File: config.mk
export PLATFORM = sky130hd
export DESIGN_NAME = dht_queue
export DESIGN_NICKNAME = d
export VERILOG_FILES = /design/src/hw/rtl/dht_queue.sv
export SDC_FILE = /design/constraint.sdc
export NUM_CORES = 1
export LEC_CHECK = 0
export BUFFER_PORTS_ARGS = -buffer_cell sky130_fd_sc_hd__buf_2
export CAP_MARGIN = 20
export CORE_MARGIN = 5
export CORE_UTILIZATION = 44
export DETAILED_ROUTE_END_ITERATION = 10
export PLACE_DENSITY = 0.79
export SYNTH_ARGS = -nofsm -noshare
export SYNTH_HDL_FRONTEND = slang
export SYNTH_SLANG_ARGS = --single-unit
File: constraint.sdc
create_clock -name i_clk -period 1.6 [get_ports i_clk]
set_input_delay 0 -clock i_clk [delete_from_list [all_inputs] [get_ports i_clk]]
set_output_delay 0 -clock i_clk [all_outputs]
set_load 0.02 [all_outputs]
File: src/hw/rtl/dht_queue.sv
// ----------------------------------------------------------------------------
// dht_queue
// Two-entry job queue between the front and the back.
// ----------------------------------------------------------------------------
`default_nettype none
module dht_queue #(
    parameter int W = 8
) (
    input  wire logic         i_clk,
    input  wire logic         i_rst_n,
    input  wire logic         i_valid,
    output logic              o_stall,
    input  wire logic [W-1:0] i_data,
    output logic              o_valid,
    input  wire logic         i_stall,
    output logic [W-1:0]      o_data
);
    logic [W-1:0] r_mem [2];
    logic         r_wp, r_rp;
    logic [1:0]   r_cnt;
    logic         w_push, w_pop;

    assign o_stall = (r_cnt == 2'd2);
    assign o_valid = (r_cnt != 2'd0);
    assign o_data  = r_mem[r_rp];
    assign w_push  = i_valid && !o_stall;
    assign w_pop   = o_valid && !i_stall;

    always_ff @(posedge i_clk) begin
        if (!i_rst_n) begin
            r_wp <= 1'b0;
            r_rp <= 1'b0;
            r_cnt <= 2'd0;
        end else begin
            if (w_push) r_wp <= ~r_wp;
            if (w_pop) r_rp <= ~r_rp;
            r_cnt <= r_cnt + 2'(w_push) - 2'(w_pop);
        end
        if (w_push) r_mem[r_wp] <= i_data;
    end
endmodule
`default_nettype wire

* Word-level counts from Yosys, hierarchy flattened
Memory sizes are Yosys's and may differ from the RTL's. A register that Yosys moved wholly into a read port is not among the register bits.
Cells that the tools add are included.
** Word-level totals
- Logic and storage cells :: 18
- Register bits :: 4
- Input bits :: 12
- Output and inout port bits :: 10
- Memories kept :: 1
- Bits in writable memories :: 16
** Cells by class
- Muxes and demuxes :: 4
- Eq/ne operators :: 1
- Reduce and logical (&&, ||, !) cells :: 5
- Add/subtract/negate cells :: 2
- Bitwise logic cells :: 2
** Memory list
- r_mem :: depth 2, width 8, rd ports 1, clocked after memory_dff 1, wr ports 1, RTL line 18 : logic [W-1:0] r_mem [2];
** Operators by type and width (number)
- 2-to-1 mux 1 bit :: 4
- adder 2 x 1 -> 2 bit :: 1
- equality test 2 bit, second input constant :: 1
- logical AND 1 bit :: 2
- logical NOT 1 bit :: 2
- inverter 1 bit :: 2
- nonzero test 2 bit :: 1
- subtractor 2 x 1 -> 2 bit :: 1

* Longest topological paths before layout
Gate-level depths: netlist of run 1.
- Depth in word-level cells :: 5
- Gate-level depth with buffers :: 8
- Gate-level depth less buffers :: 8

* Worst setup path before layout of run 1
OpenSTA, ideal clock, no wires.
- Path kind :: register -> register
- From :: register r_cnt[1]
- To :: register r_cnt[1]
- Path buffers :: 0
- Data required time :: 1.484 ns
- Path slack :: -0.054 ns
- Period minus slack after synthesis :: 1.654 ns
- Library setup time :: 0.116 ns
- Stages on the path, launching flop included :: 9
- Arrival :: 1.538 ns
- Path through :: dfxtp_1 -> or2_4 -> nor2b_4 -> ha_1 -> inv_1 -> ha_1 -> xor2_1 -> xnor2_1 -> nor2b_1
** Between the ends
- Elaborated cells between the ends (all ways) :: 7
- Classes of those cells :: add/sub: 2; eq/ne: 1; reduce/logical: 4
** RTL lines
- start, declared :: RTL line 20 : logic [1:0] r_cnt;
- start signal, assigned :: RTL line 37 : r_cnt <= r_cnt + 2'(w_push) - 2'(w_pop);
- nonzero test 2 bit :: RTL line 24 : assign o_valid = (r_cnt != 2'd0);
- named net o_valid :: RTL line 14 : output logic o_valid,
- logical AND 1 bit :: RTL line 27 : assign w_pop = o_valid && !i_stall;
- named net w_pop :: RTL line 21 : logic w_push, w_pop;
- subtractor 2 x 1 -> 2 bit :: RTL line 37
The timed path passes the listed nets, and every way through them passes these cells.
A chain may end at the register's enable or synchronous reset.

* Worst setup path in the final report of run 1
- From :: register r_cnt[0]
- To :: register r_cnt[1]
** Between the ends
- Elaborated cells between the ends (all ways) :: 7
- Classes of those cells :: add/sub: 2; eq/ne: 1; reduce/logical: 4
** RTL lines (RTL line)
- nonzero test 2 bit :: 24
- logical AND 1 bit :: 27
- named net w_pop :: 21
- subtractor 2 x 1 -> 2 bit :: 37
The timed path passes the listed nets, and every way through them passes these cells.

==> impl_metrics.tcl, run 1 <==
set metrics [dict create \
    status "finished, final reports clean" \
    ys_warn_count 0 \
    viasPerCell 4.61 \
    path_clk_slew_ns 0.11 \
    root_buffer "clkbuf_4" \
    path_class "flip-flop to flip-flop" \
    core_mm2 0.00176 \
    wl_met3_um 91 \
    htreeDepth 1 \
    syn_inst 51 \
    skew_ns 0.00375 \
    hpwl_um 925 \
    grt_pass1_wl_um 2240 \
    io_buffers 21 \
    p_clk_frac 0.144 \
    drv_cap 0 \
    rsz0062_at_grt "yes" \
    synth_cell_types 17 \
    hp-class "input pin to flip-flop" \
    cts_made_buffers 3 \
    pre_cts_ws_ns -0.0493 \
    max_freq_mhz 627 \
    switching_share 0.311 \
    first_pass_iters 2 \
    finalCritPeriodShare 0.998 \
    grt_pass1_vias 558 \
    die_area_mm2 0.00286 \
    cellPowerDensity_mw_per_mm2 1410 \
    m1WireLength_um 558 \
    wl_met2_um 712 \
    clockBufferDepth 2 \
    intPower_w 0.00111 \
    syn_avg_cell_area_um2 16.3 \
    ys_seq_area_frac 0.699 \
    ys_ff_latch 21 \
    drc 0 \
    cp_data_arrival_time_ns 1.79 \
    wl_per_cell_um 12.1 \
    routed_wl_um 1380 \
    fill_cells 148 \
    area_growth_pct 38.1 \
    peakVddDrop_mv 0.933 \
    track_usage 0.113 \
    finalHoldViolations 0 \
    setup_viol 0 \
    antennaDiodeCount 0 \
    power_frac_seq 0.465 \
    final_common_cell "buf_2" \
    rows 15 \
    synth_area_um2 831 \
    drive_above_1_share 0.517 \
    switchingPower_w 0.000501 \
    grt_overflow 0 \
    vias 525 \
    initial_core_util 0.471 \
    nets 104 \
    slew_headroom 0.738 \
    start_kind "flip-flop" \
    final_cells 114 \
    antenna_found_initial 0 \
    critPathCaptureType "flip-flop" \
    layout_common_cells "21 x buf_2, 16 x edfxtp_1, 9 x dlygate4sd3_1" \
    cp_max_fo 3 \
    syn_nets 65 \
    ant_nets 0 \
    r2r_slack_ns 0.004 \
    combPwrFrac 0.391 \
    dpl.cell_count 100 \
    drt_iter0_markers 1 \
    die_y_um 53.5 \
    gp_congestion 0.679 \
    cts.sinks 21 \
    power_leakage_nw 0.474 \
    worstMarginPinSlew_ns 0.392 \
    period_needed_ns 1.60 \
    cts_tree "built" \
    pin_count 22 \
    routed.top_layer "met4" \
    cp_data_required_time_ns 1.79 \
    die_x_um 53.5 \
    slew_viol_final 0 \
    grt_max_degree 13 \
    worstSkewPairLatency_ns 0.29 \
    final.setup.worst_slack_ns 0.00388 \
]
-- flip-flops by register name (all words and copies together), names as in the netlist, named ones only --
name	flops
r_mem	16
r_rp	1
r_cnt	2
r_wp	1
-- cell type report --
class                   count  area (µm²)  area share
inverters                   2        7.51     0.00654
repair buffers             35         233       0.203
well taps                  25        31.3      0.0273
flip-flops and latches     21         583       0.508
multi-input cells          27         265       0.231
clock buffers               3        22.5      0.0196
clock inverters             1        5.00     0.00436
-- critical path, cell delays in order (launching register included) --
cell and delay (ns):
dfxtp_2 0.34, or2_4 0.24, nor2b_4 0.14, ha_4 0.25, inv_2 0.04, ha_4 0.14
xor2_1 0.14, xnor2_1 0.15, nor2b_1 0.06
-- logic make-up after synthesis --
logic type    after synthesis  share of synthesized area
mux                        11                      0.145
xor+xnor                    2                     0.0211
flops                      21                      0.699
fa+ha+maj                   2                     0.0301
simple gates               12                     0.0904
buf+inv                     3                     0.0151
-- stage by stage --
step           TNS, ns   util  area, µm²  hold slack, ns  power, W
2_1_floorplan  -0.0408      -        831          0.0989   0.00113
3_3_place_gp         0  0.562        992           0.189   0.00129
3_5_place_dp   -0.0493  0.562        992           0.193   0.00131
4_1_cts        -0.0102  0.650       1150           0.114   0.00162
5_1_grt        -0.0754  0.650       1150           0.119   0.00173
6_report             0  0.650       1150           0.112   0.00161
-- what timing repair did --
item,CTS,global route
gates resized for setup,7,0
hold endpoints to repair,18,0
setup buffers,1,0
pin swaps,4,4
setup endpoints to repair,1,1
hold buffers,9,0
-- per-layer routing --
layer,vias to the layer above,track usage
met3,2,0.0338
met1,247,0.123
met4,0,0.0511
li1,258,-
met5,-,0
met2,18,0.198
-- synth_stat cells, drive strengths merged --
master / n / area, µm²
inv: 2 / 7.51
mux2i: 3 / 30.0
ha: 2 / 25.0
or2: 1 / 8.76
nand2: 3 / 11.3
and2: 1 / 6.26
xnor2: 1 / 8.76
mux2: 8 / 90.1
dfxtp: 5 / 100
edfxtp: 16 / 480
nor2: 1 / 3.75
xor2: 1 / 8.76
nand2b: 3 / 18.8
nor2b: 2 / 20.0
buf: 1 / 5.00
and3: 1 / 6.26
-- worst paths after layout --
| kind | start | endpoint | cells past startpoint |
|---|---|---|---|
| min reg2reg | r_wp$_SDFFE_PN0N_ | r_wp$_SDFFE_PN0N_ | 2 |
| max reg2reg | r_cnt[0]$_SDFF_PN0_ | r_cnt[1]$_SDFF_PN0_ | 8 |
| min | i_valid | r_wp$_SDFFE_PN0N_ | 4 |
| max | r_cnt[0]$_SDFF_PN0_ | r_cnt[1]$_SDFF_PN0_ | 8 |
-- power by group through the flow --
stage	Combinational (W)	Clock (W)	Sequential, W
4_1_cts	0.000628	0.000245	0.000751
5_1_grt	0.000700	0.000274	0.000759
3_3_place_gp	0.000536	0	0.000753
2_1_floorplan	0.000400	0	0.000730
6_report	0.000630	0.000233	0.000750
3_5_place_dp	0.000552	0	0.000758
No activity file was read; power rests on OpenSTA's default activity.
==> run 2, diff against run 1 <==
--- a/config.mk
+++ b/config.mk
@@ -7,7 +7,6 @@
 export LEC_CHECK = 0
 export BUFFER_PORTS_ARGS = -buffer_cell sky130_fd_sc_hd__buf_2
 export CAP_MARGIN = 20
-export CORE_MARGIN = 5
 export CORE_UTILIZATION = 44
 export DETAILED_ROUTE_END_ITERATION = 10
 export PLACE_DENSITY = 0.79
==> impl_metrics.tcl, run 2 (same netlist as run 1, synthesis figures left out) <==
set metrics [dict create \
    die_x_um 45.5 \
    critPathCaptureType "flip-flop" \
    area_growth_pct 39.2 \
    grt_overflow 0 \
    root_buffer "clkbuf_4" \
    routed_wl_um 1510 \
    antenna_found_initial 0 \
    crit_chain "or2_4, nor2b_4, ha_4, inv_4, ha_4, xor2_2, xnor2_1, nor2b_1" \
    drv_cap 0 \
    grt_pass1_wl_um 2190 \
    routed.top_layer "met4" \
    dpl.cell_count 98 \
    htreeDepth 1 \
    violations "setup timing" \
    path_clk_slew_ns 0.11 \
    peakVddDrop_mv 0.923 \
    gp_congestion 0.617 \
    antennaDiodeCount 0 \
    slowest_stage "dfxtp_2" \
    drive_above_1_share 0.517 \
    cts_made_buffers 3 \
    slew_headroom 0.743 \
    worstMarginPinSlew_ns 0.386 \
    cp_top_family "simple AND/OR/NAND/NOR gates" \
    cp_data_arrival_time_ns 1.82 \
    final.setup.worst_slack_ns -0.0402 \
    cp_max_fo 3 \
    cellPowerDensity_mw_per_mm2 1440 \
    hpwl_um 1020 \
    slew_viol_final 0 \
    power_w 0.00166 \
    fin_util 0.662 \
    final_cells 114 \
    ant_nets 0 \
    max_freq_mhz 610 \
    drt_iter0_markers 3 \
    finalCritPeriodShare 1.03 \
    track_usage 0.160 \
    io_buffers 21 \
    reg.largest.list "r_mem: 16 flops, r_cnt: 2 flops" \
    first_pass_iters 4 \
    cts.sinks 21 \
    status "complete, but fails checks" \
    pin_count 22 \
    grt_pass1_vias 530 \
    nets 104 \
    die_area_mm2 0.00207 \
    initial_core_util 0.476 \
    power_leakage_nw 0.472 \
    vias 524 \
    hp-class "input pin to flip-flop" \
    wl_met3_um 55 \
    wl_met2_um 879 \
    die_y_um 45.5 \
    start_kind "flip-flop" \
    wl_per_cell_um 13.2 \
    m1WireLength_um 565 \
    viasPerCell 4.60 \
    holdWs_ns 0.0313 \
    period_needed_ns 1.64 \
    setup_viol 1 \
    layout_common_cells "21 x buf_2, 16 x edfxtp_1, 9 x dlygate4sd3_1" \
    worstSkewPairLatency_ns 0.29 \
    stdcell_area_mm2 0.00116 \
    cp_data_required_time_ns 1.78 \
    grt_max_degree 12 \
    drc 0 \
    path_buf_inv 1 \
    finalHoldViolations 0 \
    cts_tree "built" \
    max_stage_delay_ns 0.34 \
    path_class "flip-flop to flip-flop" \
    placed_cell_area_um2 977 \
    clockBufferDepth 2 \
    regMostFlops "r_mem" \
    rsz0062_at_grt "yes" \
    final_common_cell "buf_2" \
    rows 15 \
    skew_ns 0.00703 \
    core_mm2 0.00175 \
    timing.critical_path.mode_cell "ha_4" \
    largest_reg_flops 16 \
]
run 2: per-stage QoR:
stage | worst slack (ns) | setup TNS (ns)
floorplan | -0.0408 | -0.0408
global placement | 0.00201 | 0
detailed placement | -0.0497 | -0.0497
CTS | -0.0321 | -0.0321
global route | -0.0787 | -0.0787
finish | -0.0402 | -0.0402
run 2: repair_timing:
action	4_1_cts	5_1_grt
setup endpoints to repair	1	1
buffers inserted	2	1
pin swaps	4	5
endpoints found under the hold margin	18	0
hold buffers	9	0
resized for setup	7	2
run 2: final timing paths:
| kind | start | endpoint | slack (ns) | cells past startpoint |
|---|---|---|---|---|
| min reg2reg | r_rp$_SDFFE_PN0P_ | flip-flop | 0.49 | 2 |
| min | i_valid | r_wp$_SDFFE_PN0N_ | 0.03 | 3 |
| max reg2reg | r_cnt[0]$_SDFF_PN0_ | r_cnt[1]$_SDFF_PN0_ | -0.04 | 8 |
| max | r_cnt[0]$_SDFF_PN0_ | r_cnt[1]$_SDFF_PN0_ | -0.04 | 8 |
run 2: area by class of cell:
cell class	count	area, µm²
clock buffer	4	26.3
multi-input combinational	27	273
timing repair buffer	35	233
inverter	2	10.0
tap	25	31.3
sequential	21	583
fill	153	589
run 2: where the power goes:
group          switching (W)  total [W]  leakage, nW  internal [W]
Sequential         0.0000590   0.000755        0.191      0.000696
Combinational       0.000322   0.000665        0.265      0.000344
Clock               0.000144   0.000241       0.0150     0.0000967
Total               0.000525    0.00166        0.472       0.00114
run 2: worst min-delay path: stages:
cell	delay [ns]
buf_2	0.11
nand2_2	0.10
mux2i_1	0.08
run 2: routing by layer:
metal	up-vias	GRT usage
met5	-	0
met4	0	0.0727
met3	2	0.0357
met2	14	0.326
met1	251	0.141
li1	257	-
